File: config.mk
export PLATFORM = sky130hd
export DESIGN_NAME = heap_sort_batch
export DESIGN_NICKNAME = d
export VERILOG_FILES = /design/src/sv/hsb_pkg.sv /design/src/sv/hsb_ram.sv /design/src/sv/hsb_sift.sv /design/src/sv/heap_sort_batch.sv
export SDC_FILE = /design/constraint.sdc
export NUM_CORES = 2
export LEC_CHECK = 0
export BUFFER_PORTS_ARGS = -buffer_cell sky130_fd_sc_hd__buf_2
export CAP_MARGIN = 20
export CORE_UTILIZATION = 55
export DETAILED_ROUTE_END_ITERATION = 7
export GPL_TIMING_DRIVEN = 0
export HOLD_SLACK_MARGIN = 0.02
export PLACE_DENSITY = 0.71
export REMOVE_ABC_BUFFERS = 1
export SLEW_MARGIN = 20
export SYNTH_ARGS = -nofsm -noshare
export SYNTH_HDL_FRONTEND = slang
export SYNTH_SLANG_ARGS = --single-unit
File: constraint.sdc
create_clock -name clk_i -period 6.5 [get_ports clk_i]
set_input_delay 1.3 -clock clk_i [delete_from_list [all_inputs] [get_ports clk_i]]
set_output_delay 1.3 -clock clk_i [all_outputs]
set_load 0.05 [all_outputs]
File: src/sv/hsb_pkg.sv
// hsb_pkg: shared word types and constants for the batch heap sorter.
// No dependencies; imported by the top level, the sift engine and the checker.
`default_nettype none

package hsb_pkg;

  localparam int unsigned DATA_W = 32;

  // Input word: one element of a batch.
  typedef struct packed {
    logic signed [DATA_W-1:0] value;
    logic                     last_item;
  } hsb_in_t;

  // Output word: one element of the sorted batch.
  typedef struct packed {
    logic signed [DATA_W-1:0] sorted_value;
    logic                     last_out;
    logic                     forced_end;
  } hsb_out_t;

endpackage

`default_nettype wire

File: src/sv/hsb_ram.sv
// hsb_ram: generic single-write, single-read synchronous RAM, registered read.
// No dependencies.
`default_nettype none

module hsb_ram #(
  parameter int unsigned WIDTH = 32,
  parameter int unsigned DEPTH = 64
) (
  input  wire logic                              clk_i,
  input  wire logic                              we_i,
  input  wire logic [$clog2(DEPTH)-1:0]          waddr_i,
  input  wire logic [WIDTH-1:0]                  wdata_i,
  input  wire logic                              re_i,
  input  wire logic [$clog2(DEPTH)-1:0]          raddr_i,
  output logic      [WIDTH-1:0]                  rdata_o
);

  logic [WIDTH-1:0] mem_q [DEPTH];

  always_ff @(posedge clk_i) begin
    if (we_i) begin
      mem_q[waddr_i] <= wdata_i;
    end
    if (re_i) begin
      rdata_o <= mem_q[raddr_i];
    end
  end

endmodule

`default_nettype wire

File: src/sv/hsb_sift.sv
// hsb_sift: sift-down engine; walks one hole from a root toward the leaves.
// Depends on hsb_pkg; drives the element RAM port while it runs.
`default_nettype none

module hsb_sift
  import hsb_pkg::*;
#(
  parameter int unsigned AW = 6,
  parameter int unsigned CW = 7
) (
  input  wire logic                     clk_i,
  input  wire logic                     rst_ni,
  input  wire logic                     start_i,
  input  wire logic [AW-1:0]            root_i,
  input  wire logic [CW-1:0]            len_i,
  input  wire logic signed [DATA_W-1:0] val_i,
  input  wire logic [DATA_W-1:0]        rdata_i,
  output logic                          re_o,
  output logic [AW-1:0]                 raddr_o,
  output logic                          we_o,
  output logic [AW-1:0]                 waddr_o,
  output logic [DATA_W-1:0]             wdata_o,
  output logic                          done_o
);

  localparam int unsigned CHW = AW + 2;  // child index width, holds 2h+2

  typedef enum logic [1:0] {
    S_IDLE,
    S_RD_L,
    S_RD_R,
    S_DEC
  } sift_state_e;

  sift_state_e state_q;

  logic [AW-1:0]            h_q;
  logic [CW-1:0]            len_q;
  logic signed [DATA_W-1:0] val_q;
  logic signed [DATA_W-1:0] lv_q;
  logic                     has_r_q;

  logic [CHW-1:0]           left_w;
  logic [CHW-1:0]           right_w;
  logic                     left_ok;
  logic                     right_ok;
  logic signed [DATA_W-1:0] rv;
  logic signed [DATA_W-1:0] big;
  logic                     gt_l;
  logic                     gt_r;

  assign left_w   = {1'b0, h_q, 1'b1};
  assign right_w  = left_w + CHW'(1);
  assign left_ok  = left_w < CHW'(len_q);
  assign right_ok = right_w < CHW'(len_q);

  // Ties keep the parent and favor the left child.
  assign rv   = $signed(rdata_i);
  assign gt_l = lv_q > val_q;
  assign big  = gt_l ? lv_q : val_q;
  assign gt_r = has_r_q && (rv > big);

  always_comb begin
    re_o    = 1'b0;
    raddr_o = '0;
    we_o    = 1'b0;
    waddr_o = h_q;
    wdata_o = val_q;
    done_o  = 1'b0;
    case (state_q)
      S_RD_L: begin
        if (left_ok) begin
          re_o    = 1'b1;
          raddr_o = left_w[AW-1:0];
        end else begin
          we_o   = 1'b1;
          done_o = 1'b1;
        end
      end
      S_RD_R: begin
        if (right_ok) begin
          re_o    = 1'b1;
          raddr_o = right_w[AW-1:0];
        end
      end
      S_DEC: begin
        we_o = 1'b1;
        if (gt_r) begin
          wdata_o = rv;
        end else if (gt_l) begin
          wdata_o = lv_q;
        end else begin
          done_o = 1'b1;
        end
      end
      default: ;
    endcase
  end

  always_ff @(posedge clk_i or negedge rst_ni) begin
    if (!rst_ni) begin
      state_q <= S_IDLE;
    end else begin
      case (state_q)
        S_IDLE: if (start_i) state_q <= S_RD_L;
        S_RD_L: state_q <= left_ok ? S_RD_R : S_IDLE;
        S_RD_R: state_q <= S_DEC;
        S_DEC:  state_q <= (gt_r || gt_l) ? S_RD_L : S_IDLE;
        default: state_q <= S_IDLE;
      endcase
    end
  end

  // Datapath registers, no reset needed.
  always_ff @(posedge clk_i) begin
    case (state_q)
      S_IDLE: begin
        if (start_i) begin
          h_q   <= root_i;
          len_q <= len_i;
          val_q <= val_i;
        end
      end
      S_RD_R: begin
        lv_q    <= $signed(rdata_i);
        has_r_q <= right_ok;
      end
      S_DEC: begin
        if (gt_r) begin
          h_q <= right_w[AW-1:0];
        end else if (gt_l) begin
          h_q <= left_w[AW-1:0];
        end
      end
      default: ;
    endcase
  end

endmodule

`default_nettype wire

File: src/sv/heap_sort_batch.sv
// heap_sort_batch: loads a batch of signed words, heap-sorts it in RAM, streams it out.
// Loading takes one word per cycle; sorting is bounded by the single RAM read port
//   (three accesses per sift level), then each output word is read and registered.
// Throughput: one batch at a time; no input is taken from close of a batch until its
//   last word sits in the output register.
// Reset: rst_ni async active low clears the count and control; RAM contents are not cleared.
`default_nettype none

module heap_sort_batch
  import hsb_pkg::*;
#(
  parameter int unsigned MAX_ITEMS = 64
) (
  input  wire logic     clk_i,
  input  wire logic     rst_ni,
  input  wire logic     in_valid_i,
  output logic          in_ready_o,
  input  wire hsb_in_t  in_data_i,
  output logic          out_valid_o,
  input  wire logic     out_ready_i,
  output hsb_out_t      out_data_o
);

  localparam int unsigned AW = (MAX_ITEMS > 1) ? $clog2(MAX_ITEMS) : 1;
  localparam int unsigned CW = $clog2(MAX_ITEMS + 1);

  typedef enum logic [3:0] {
    T_LOAD,     // taking words into RAM
    T_BLD_CHK,  // heap build: next root or move on
    T_BLD_GO,   // root word arrives, start sift
    T_SIFT,     // sift engine owns the RAM port
    T_EXT_CHK,  // extraction: next tail or move on
    T_EXT_RDK,  // root arrives, fetch tail
    T_EXT_GO,   // tail arrives; old root to tail, sift tail from root
    T_EMIT_RD,  // fetch next sorted word
    T_EMIT_CAP  // load it into the output register
  } top_state_e;

  top_state_e state_q;

  logic [CW-1:0]     cnt_q;     // words loaded into the open batch
  logic [CW-1:0]     n_q;       // size of the closed batch
  logic [CW-1:0]     k_q;       // build root+1 / extraction heap length
  logic [CW-1:0]     e_q;       // emit index
  logic              forced_q;  // batch closed by a full store
  logic              ret_bld_q; // sift belongs to the build phase
  logic [DATA_W-1:0] tmp_q;     // old root during a swap
  logic              out_valid_q;
  hsb_out_t          out_q;

  logic              in_fire;
  logic              closes;
  logic              out_free;
  logic [CW-1:0]     n_new;
  logic [CW-1:0]     km1;
  logic [CW-1:0]     nm1;

  // RAM port, top side and sift side
  logic              top_re, top_we;
  logic [AW-1:0]     top_raddr, top_waddr;
  logic [DATA_W-1:0] top_wdata;
  logic              sft_re, sft_we;
  logic [AW-1:0]     sft_raddr, sft_waddr;
  logic [DATA_W-1:0] sft_wdata;
  logic              ram_re, ram_we;
  logic [AW-1:0]     ram_raddr, ram_waddr;
  logic [DATA_W-1:0] ram_wdata, ram_rdata;

  logic              sift_start;
  logic [AW-1:0]     sift_root;
  logic [CW-1:0]     sift_len;
  logic              sift_done;

  assign in_ready_o  = (state_q == T_LOAD);
  assign in_fire     = in_valid_i && in_ready_o;
  assign closes      = in_data_i.last_item || (cnt_q == CW'(MAX_ITEMS - 1));
  assign n_new       = cnt_q + CW'(1);
  assign km1         = k_q - CW'(1);
  assign nm1         = n_q - CW'(1);
  assign out_valid_o = out_valid_q;
  assign out_data_o  = out_q;
  assign out_free    = !out_valid_q || out_ready_i;

  // Top-side RAM requests and sift launch
  always_comb begin
    top_re     = 1'b0;
    top_raddr  = '0;
    top_we     = 1'b0;
    top_waddr  = '0;
    top_wdata  = in_data_i.value;
    sift_start = 1'b0;
    sift_root  = '0;
    sift_len   = n_q;
    case (state_q)
      T_LOAD: begin
        top_we    = in_fire;
        top_waddr = cnt_q[AW-1:0];
      end
      T_BLD_CHK: begin
        if (k_q != '0) begin
          top_re    = 1'b1;
          top_raddr = km1[AW-1:0];
        end
      end
      T_BLD_GO: begin
        sift_start = 1'b1;
        sift_root  = km1[AW-1:0];
      end
      T_EXT_CHK: begin
        top_re = (k_q > CW'(1));
      end
      T_EXT_RDK: begin
        top_re    = 1'b1;
        top_raddr = km1[AW-1:0];
      end
      T_EXT_GO: begin
        top_we     = 1'b1;
        top_waddr  = km1[AW-1:0];
        top_wdata  = tmp_q;
        sift_start = 1'b1;
        sift_len   = km1;
      end
      T_EMIT_RD: begin
        top_re    = out_free;
        top_raddr = e_q[AW-1:0];
      end
      default: ;
    endcase
  end

  // The sift engine has the port only while the top waits on it.
  always_comb begin
    if (state_q == T_SIFT) begin
      ram_re    = sft_re;
      ram_raddr = sft_raddr;
      ram_we    = sft_we;
      ram_waddr = sft_waddr;
      ram_wdata = sft_wdata;
    end else begin
      ram_re    = top_re;
      ram_raddr = top_raddr;
      ram_we    = top_we;
      ram_waddr = top_waddr;
      ram_wdata = top_wdata;
    end
  end

  hsb_ram #(
    .WIDTH (DATA_W),
    .DEPTH (MAX_ITEMS)
  ) u_ram (
    .clk_i   (clk_i),
    .we_i    (ram_we),
    .waddr_i (ram_waddr),
    .wdata_i (ram_wdata),
    .re_i    (ram_re),
    .raddr_i (ram_raddr),
    .rdata_o (ram_rdata)
  );

  hsb_sift #(
    .AW (AW),
    .CW (CW)
  ) u_sift (
    .clk_i   (clk_i),
    .rst_ni  (rst_ni),
    .start_i (sift_start),
    .root_i  (sift_root),
    .len_i   (sift_len),
    .val_i   ($signed(ram_rdata)),
    .rdata_i (ram_rdata),
    .re_o    (sft_re),
    .raddr_o (sft_raddr),
    .we_o    (sft_we),
    .waddr_o (sft_waddr),
    .wdata_o (sft_wdata),
    .done_o  (sift_done)
  );

  // Sequencer: state, counters and the output valid flag
  always_ff @(posedge clk_i or negedge rst_ni) begin
    if (!rst_ni) begin
      state_q     <= T_LOAD;
      cnt_q       <= '0;
      n_q         <= '0;
      k_q         <= '0;
      e_q         <= '0;
      forced_q    <= 1'b0;
      ret_bld_q   <= 1'b0;
      out_valid_q <= 1'b0;
    end else begin
      if (state_q == T_EMIT_CAP) begin
        out_valid_q <= 1'b1;
      end else if (out_ready_i) begin
        out_valid_q <= 1'b0;
      end
      case (state_q)
        T_LOAD: begin
          if (in_fire) begin
            if (closes) begin
              cnt_q    <= '0;
              n_q      <= n_new;
              k_q      <= n_new >> 1;
              forced_q <= !in_data_i.last_item;
              state_q  <= T_BLD_CHK;
            end else begin
              cnt_q <= n_new;
            end
          end
        end
        T_BLD_CHK: begin
          if (k_q == '0) begin
            k_q     <= n_q;
            state_q <= T_EXT_CHK;
          end else begin
            state_q <= T_BLD_GO;
          end
        end
        T_BLD_GO: begin
          ret_bld_q <= 1'b1;
          state_q   <= T_SIFT;
        end
        T_SIFT: begin
          if (sift_done) begin
            k_q     <= km1;
            state_q <= ret_bld_q ? T_BLD_CHK : T_EXT_CHK;
          end
        end
        T_EXT_CHK: begin
          if (k_q > CW'(1)) begin
            state_q <= T_EXT_RDK;
          end else begin
            e_q     <= '0;
            state_q <= T_EMIT_RD;
          end
        end
        T_EXT_RDK: state_q <= T_EXT_GO;
        T_EXT_GO: begin
          ret_bld_q <= 1'b0;
          state_q   <= T_SIFT;
        end
        T_EMIT_RD: begin
          if (out_free) state_q <= T_EMIT_CAP;
        end
        T_EMIT_CAP: begin
          if (e_q == nm1) begin
            state_q <= T_LOAD;
          end else begin
            e_q     <= e_q + CW'(1);
            state_q <= T_EMIT_RD;
          end
        end
        default: state_q <= T_LOAD;
      endcase
    end
  end

  // Payload registers
  always_ff @(posedge clk_i) begin
    if (state_q == T_EXT_RDK) begin
      tmp_q <= ram_rdata;
    end
    if (state_q == T_EMIT_CAP) begin
      out_q.sorted_value <= $signed(ram_rdata);
      out_q.last_out     <= (e_q == nm1);
      out_q.forced_end   <= forced_q;
    end
  end

endmodule

`default_nettype wire

======== After elaboration in Yosys (flattened, before gate mapping) ========
Memories as Yosys holds them, arrays and structs flattened. A register that Yosys moved wholly into a read port is not among the register bits.
Index checks and enable logic that the tools add are counted.
cells by class
  bitwise operators ....................... 0
  reduce and logical (&&, ||, !) cells .... 24
  multiply operators ...................... 0
  shifts and indexed selects .............. 0
  $add $sub $neg .......................... 5
  equal/unequal tests ..................... 22
  div/mod/pow operators ................... 0
  order comparisons ....................... 5
  muxes and demuxes ....................... 60
operators with widths
  kind                                                  count
  2-to-1 mux 32 bit                                     5
  greater-than comparator 32 bit                        2
  2-to-1 mux 7 bit                                      8
  2-to-1 mux 6 bit                                      9
  case mux 6 bit (2 select lines)                       3
  case mux 4 bit (8 select lines)                       1
  case mux 7 bit (3 select lines)                       1
  case mux 6 bit (3 select lines)                       1
  equality test 4 x 3 -> 1 bit (second input constant)  4
  2-to-1 mux 4 bit                                      4
  adder 7 x 1 -> 7 bit (second input constant)          2
  2-to-1 mux 1 bit                                      14
  case mux 7 bit (2 select lines)                       1
  subtractor 7 x 1 -> 7 bit (second input constant)     2
  != test 2 bit (second input constant)                 6
  case mux 1 bit (2 select lines)                       5
  2-to-1 mux 3 bit                                      3
  AND reduction 3 bit                                   3
  adder 7 x 1 -> 8 bit (second input constant)          1
  equality test 4 x 2 -> 1 bit (second input constant)  2
  less-than comparator 8 x 7 -> 1 bit                   1
  case mux 2 bit (4 select lines)                       1
  nonzero test 2 bit                                    4
  equality test 7 x 6 -> 1 bit (second input constant)  1
  23 further kinds                                      32
word-level totals
  latch bits .............................. 0
  ROM bits ................................ 0
  output and inout port bits .............. 36
  memories kept ........................... 1
  flip-flop bits (word level) ............. 181
  word-level logic and storage cells ...... 135
  RAM bits ................................ 2048
memories
  memory       words  bits a word  read ports  clocked after Yosys merged registers in  write ports  line           text
  u_ram.mem_q  64     32           1           1                                        1            hsb_ram.sv:18  logic [WIDTH-1:0] mem_q [DEPTH];

======== Logic depth before layout (Yosys ltp) ========
  depth after elaboration ................. 8
  gate-level depth with buffers ........... 24
  mapped depth without buffers ............ 21

======== Hierarchy ========
A second synthesis with hierarchy kept.
second synthesis, totals
  cell total of the unflattened synthesis .. 4394
  area total of the unflattened synthesis .. 90110.2 um^2
modules (own cells, without submodules)
  module           cells each  area each (um^2)  times used  seq. area each (um^2)
  hsb_ram          3324        78835.6           1           62459.9
  hsb_sift         582         6103.4            1           2392.3
  heap_sort_batch  488         5171.2            1           2857.7

======== Least setup slack after synthesis ========
OpenSTA, ideal clock, no wires.
  kind .................................... reg-to-reg
  start point ............................. register u_sift.lv_q[25]
  end point ............................... memory u_ram.mem_q[0][10] (data pin)
  clock period less this slack ............ 7.030 ns
  stages on the path, launching flop included .. 22
  arrival time ............................ 6.481 ns
  data required time ...................... 5.951 ns
  path slack .............................. -0.530 ns
  buffers on the path ..................... 3
  setup time .............................. 0.549 ns
  path through ............................ edfxtp_1 ha_1 a21o_1 a21o_1 a221o_1 a21oi_1 o211ai_1 mux2_2 buf_2 buf_1 mux2i_1 ha_1 a21o_1 a21o_1 a221oi_1 o21ai_0 o31a_1 o21ai_2 or3_1 clkbuf_1 o21ai_0 a21oi_1
on the way
  word-level cells in the longest chain between the ends .. 7
ends and longest elaborated chain
  what                            line                            text
  start, declared                 hsb_sift.sv:40                  logic signed [DATA_W-1:0] lv_q;
  start signal, assigned          hsb_sift.sv:125                 lv_q <= $signed(rdata_i);
  greater-than comparator 32 bit  hsb_sift.sv:59                  assign gt_l = lv_q > val_q;
  2-to-1 mux 32 bit *             hsb_sift.sv:60, hsb_sift.sv:90
  greater-than comparator 32 bit  hsb_sift.sv:61                  assign gt_r = has_r_q && (rv > big);
  logical AND 1 bit               hsb_sift.sv:61
  2-to-1 mux 32 bit *             hsb_sift.sv:88                  if (gt_r) begin
  2-to-1 mux 32 bit *             hsb_sift.sv:70                  case (state_q)
  2-to-1 mux 32 bit *             heap_sort_batch.sv:133          if (state_q == T_SIFT) begin
  net ram_wdata[10]               heap_sort_batch.sv:67           logic [DATA_W-1:0] ram_wdata, ram_rdata;
  end, declared                   hsb_ram.sv:18
The timed path passes the listed nets; every way through them passes the cells marked *.

======== Worst setup path in the final report ========
  start point ............................. register u_sift.h_q[0], in the netlist u_sift.waddr_o[0]
  end point ............................... register u_ram.rdata_o[16], read port of u_ram.mem_q (data pin)
on the way
  word-level cells in the longest chain between the ends .. 5
  elaborated cells between the ends (all ways) .. 11
ends and longest elaborated chain
  what                                                                                       line                    text
  start, declared                                                                            hsb_sift.sv:37          logic [AW-1:0] h_q;
  start signal, assigned                                                                     hsb_sift.sv:119         h_q <= root_i;
  start signal, assigned                                                                     hsb_sift.sv:130         h_q <= right_w[AW-1:0];
  start signal, assigned                                                                     hsb_sift.sv:132         h_q <= left_w[AW-1:0];
  adder 7 x 1 -> 8 bit                                                                       hsb_sift.sv:53          assign right_w = left_w + CHW'(1);
  less-than comparator 8 x 7 -> 1 bit                                                        hsb_sift.sv:55          assign right_ok = right_w < CHW'(len_q);
  2-to-1 mux 6 bit / 2-to-1 mux 1 bit (equally long branches)                                hsb_sift.sv:81          if (right_ok) begin
  case mux 6 bit (2 select lines) / case mux 1 bit (2 select lines) (equally long branches)  hsb_sift.sv:70
  2-to-1 mux 6 bit / 2-to-1 mux 1 bit (equally long branches)                                heap_sort_batch.sv:133
  end, declared                                                                              hsb_ram.sv:15           output logic [WIDTH-1:0] rdata_o
Parallel ways exist; a longest one is shown, timed or not.
A chain may end at the register's enable or synchronous reset.

==> qor.yml <==
cpMostUsedCell: "buf_16"
synth_warnings: 0
yosys-top-cells-count: "edfxtp_1, mux2i_1, nand2_1"
synth_edf_count: 2224
num_rows: 150
final.setup.tns_ns: -0.05295
fin_ws_ns: -0.05295
synth_largest_area_cell: "edfxtp_1"
status: "complete, but fails checks"
final_cells: 8673
slowest_stage: "edfxtp_1"
pre_cts_ws_ns: -0.5619
grt_pass1_wl_um: 364200
grt_max_degree: 63
grt_pass1_vias: 53375
yosysMostFrequentCell: "edfxtp_1"
fmax_mhz: 152.6
port_buffers: 72
h-tree-depth: 4
numClockSinks: 2261
path_cells: "ha_1 > nand3_2 > xnor2_1 > ha_1 > a21oi_1 > o221a_1 > nand4_1 > buf_6 > nand2_4 > buf_16 > buf_16 > buf_16 > nor3_4 > a221o_1 > or4_1 > nand4_1"
cpLargestDelayFamily: "simple AND/OR/NAND/NOR gates"
synth-main-ff-cell: "edfxtp_1"
min_period_ns: 6.553
finalClockSkew_ns: 0.02383
synthArstFlopShare: 0.01636
drc: 0
met2_usage: 0.4263
vias: 56151
antenna_found_initial: 17
gr-total-overflow: 0
ant_nets: 0
ys_top_cells_by_area: "edfxtp_1, mux2i_1, nand2_1, a311oi_1, ha_1"
critPathLaunchType: "flop"
drt-pass1-iter-count: 8
setup.worst_path.class: "reg -> reg"
cts-buffers-inserted: 213
grt_usage: 0.2908
dp_cells: 8228
fin_crit_sh: 1.008
wl_per_cell_um: 29.44
finalSetupViolCount: 1
relSlewSlack: 0.1909
syn-cell-area_mm2: 0.09353
final_nets: 6398
critPathBufInv: 4
rsz0062_at_grt: "true"
drive_gt1_frac: 0.1490
grt_util_met3: 0.06848
die_y_um: 414.4
drv_slew: 0
gp_congestion: 0.8661
avgViaCountPerCell: 6.474
syn_avg_cell_area_um2: 15.48
tritoncts: "yes"
clockBufferDepth: 3
max_stage_delay_ns: 0.62
cp-end-kind: "flop"
placed_area_mm2: 0.1025
cp_max_fo: 47
clk_pin_slew_worst_paths_ns: 0.07
dieWidth_um: 414.4
grt_use_met1: 0.4098
arrival_ns: 7.12
routed_wl_um: 255300
yosys.area.top_type_share: 0.7140
synthCells: 6041
p_leak_nw: 35.72
root_buffer: "clkbuf_16"
peakVddDrop_uv: 285.4
crit_required_ns: 7.07
finalHoldViolCount: 0
min_path_type: "reg -> reg"
drt_first_iter_violations: 8167
core_area_mm2: 0.1680
syn2layout_area_growth_pct: 17.37
worstSkewPairLatency_ns: 0.86
max_cap_viol_count: 0
violations: "negative setup slack"
seq_area_frac_synth: 0.7239
ios: 73
synth.distinct_cells: 78
synth-seq-cells: 2261
die_area_mm2: 0.1717
holdBufCountCts: 0
start_util: 0.5568
final_area_mm2: 0.1098
worst_pin_slew_ns: 1.206
top_usage_layer: "met2"
p_per_area_mw_per_mm2: 254.5
whs_ns: 0.4671
dpl.hpwl_um: 165900
[cells by family (layout without fill, tap and decap cells)]
group	count (synthesis)	count (layout)	synth area share
xor+xnor	30	30	0.002809
simple gates	1466	1468	0.07277
flops	2261	2261	0.7239
buf+inv	447	859	0.02312
other cells	0	12	0
fa+ha+maj	88	88	0.01177
compound gates	836	837	0.06671
mux	913	914	0.09887
[per-layer routing]
metal	share of wire	vias to the layer above
li1	-	24103
met5	0.000071	-
met2	0.44	3391
met4	0.053	4
met1	0.39	28152
met3	0.12	501
[worst paths after layout]
path,start,endpoint,slack [ns],cells after the start
worst max-delay path,u_sift.waddr_o[0]$_DFFE_PP_,u_ram.rdata_o[16]$_DFFE_PP_,-0.05,16
worst min-delay path,forced_q$_DFFE_PN0P_,out_data_o[0]$_DFFE_PP_,0.47,0
worst max register to register,u_sift.waddr_o[0]$_DFFE_PP_,u_ram.rdata_o[16]$_DFFE_PP_,-0.05,16
worst min register to register,forced_q$_DFFE_PN0P_,out_data_o[0]$_DFFE_PP_,0.47,0
max in group asynchronous,rst_ni,state_q[1]$_DFFE_PN0P_,5.33,1
min in group asynchronous,rst_ni,k_q[2]$_DFFE_PN0P_,0.56,1
[through the flow]
stage	util	power, mW
global placement	0.5639	16.10
global route	0.6535	28.55
detailed placement	0.6100	16.10
floorplan	-	16.07
finish	0.6536	27.94
CTS	0.6517	28.01
[report_power, final]
| group | switching (mW) | leakage [nW] | internal [mW] | total [mW] |
|---|---|---|---|---|
| Sequential | 0 | 13.3 | 15.8 | 15.8 |
| Clock | 5.34 | 3.31 | 6.82 | 12.2 |
| Combinational | 0.0165 | 19.1 | 0.00989 | 0.0264 |
[final cells by class]
class	instances	area [um^2]
sequential	2261	67710
fill	10837	58190
multi-input combinational	3337	24980
timing repair buffer	396	7291
clock buffer	259	5588
tap	2204	2758
clock inverter	140	1184
inverter	64	240.2
antenna	12	30.03
[cell usage in the layout, fill, tap and decap left out, drive strengths merged, types with 92 or more instances in the layout]
cell and instances:
mux2i 826, a211oi 134, and3 92, nor2 130, nand3 155, clkbuf 260, a311oi 193, a21oi 106
nand2 800, o21ai 108, edfxtp 2224, and2 115, buf 395, clkinv 108
[registers in the layout (all words and copies together) (netlist names), 32 cells and up, named ones only]
signal,cells
u_ram.mem_q,2048
tmp_q,32
u_sift.val_q,32
u_sift.lv_q,32
u_ram.rdata_o,32
out_data_o,34
[what timing repair did]
action | in CTS | in global routing
setup buffers | 10 | 19
endpoints found under the setup margin | 2038 | 1297
gates cloned | 1 | 3
gates resized for setup | 15 | 20
pin swaps | 1 | 10
No activity file was read; power rests on OpenSTA's default activity.
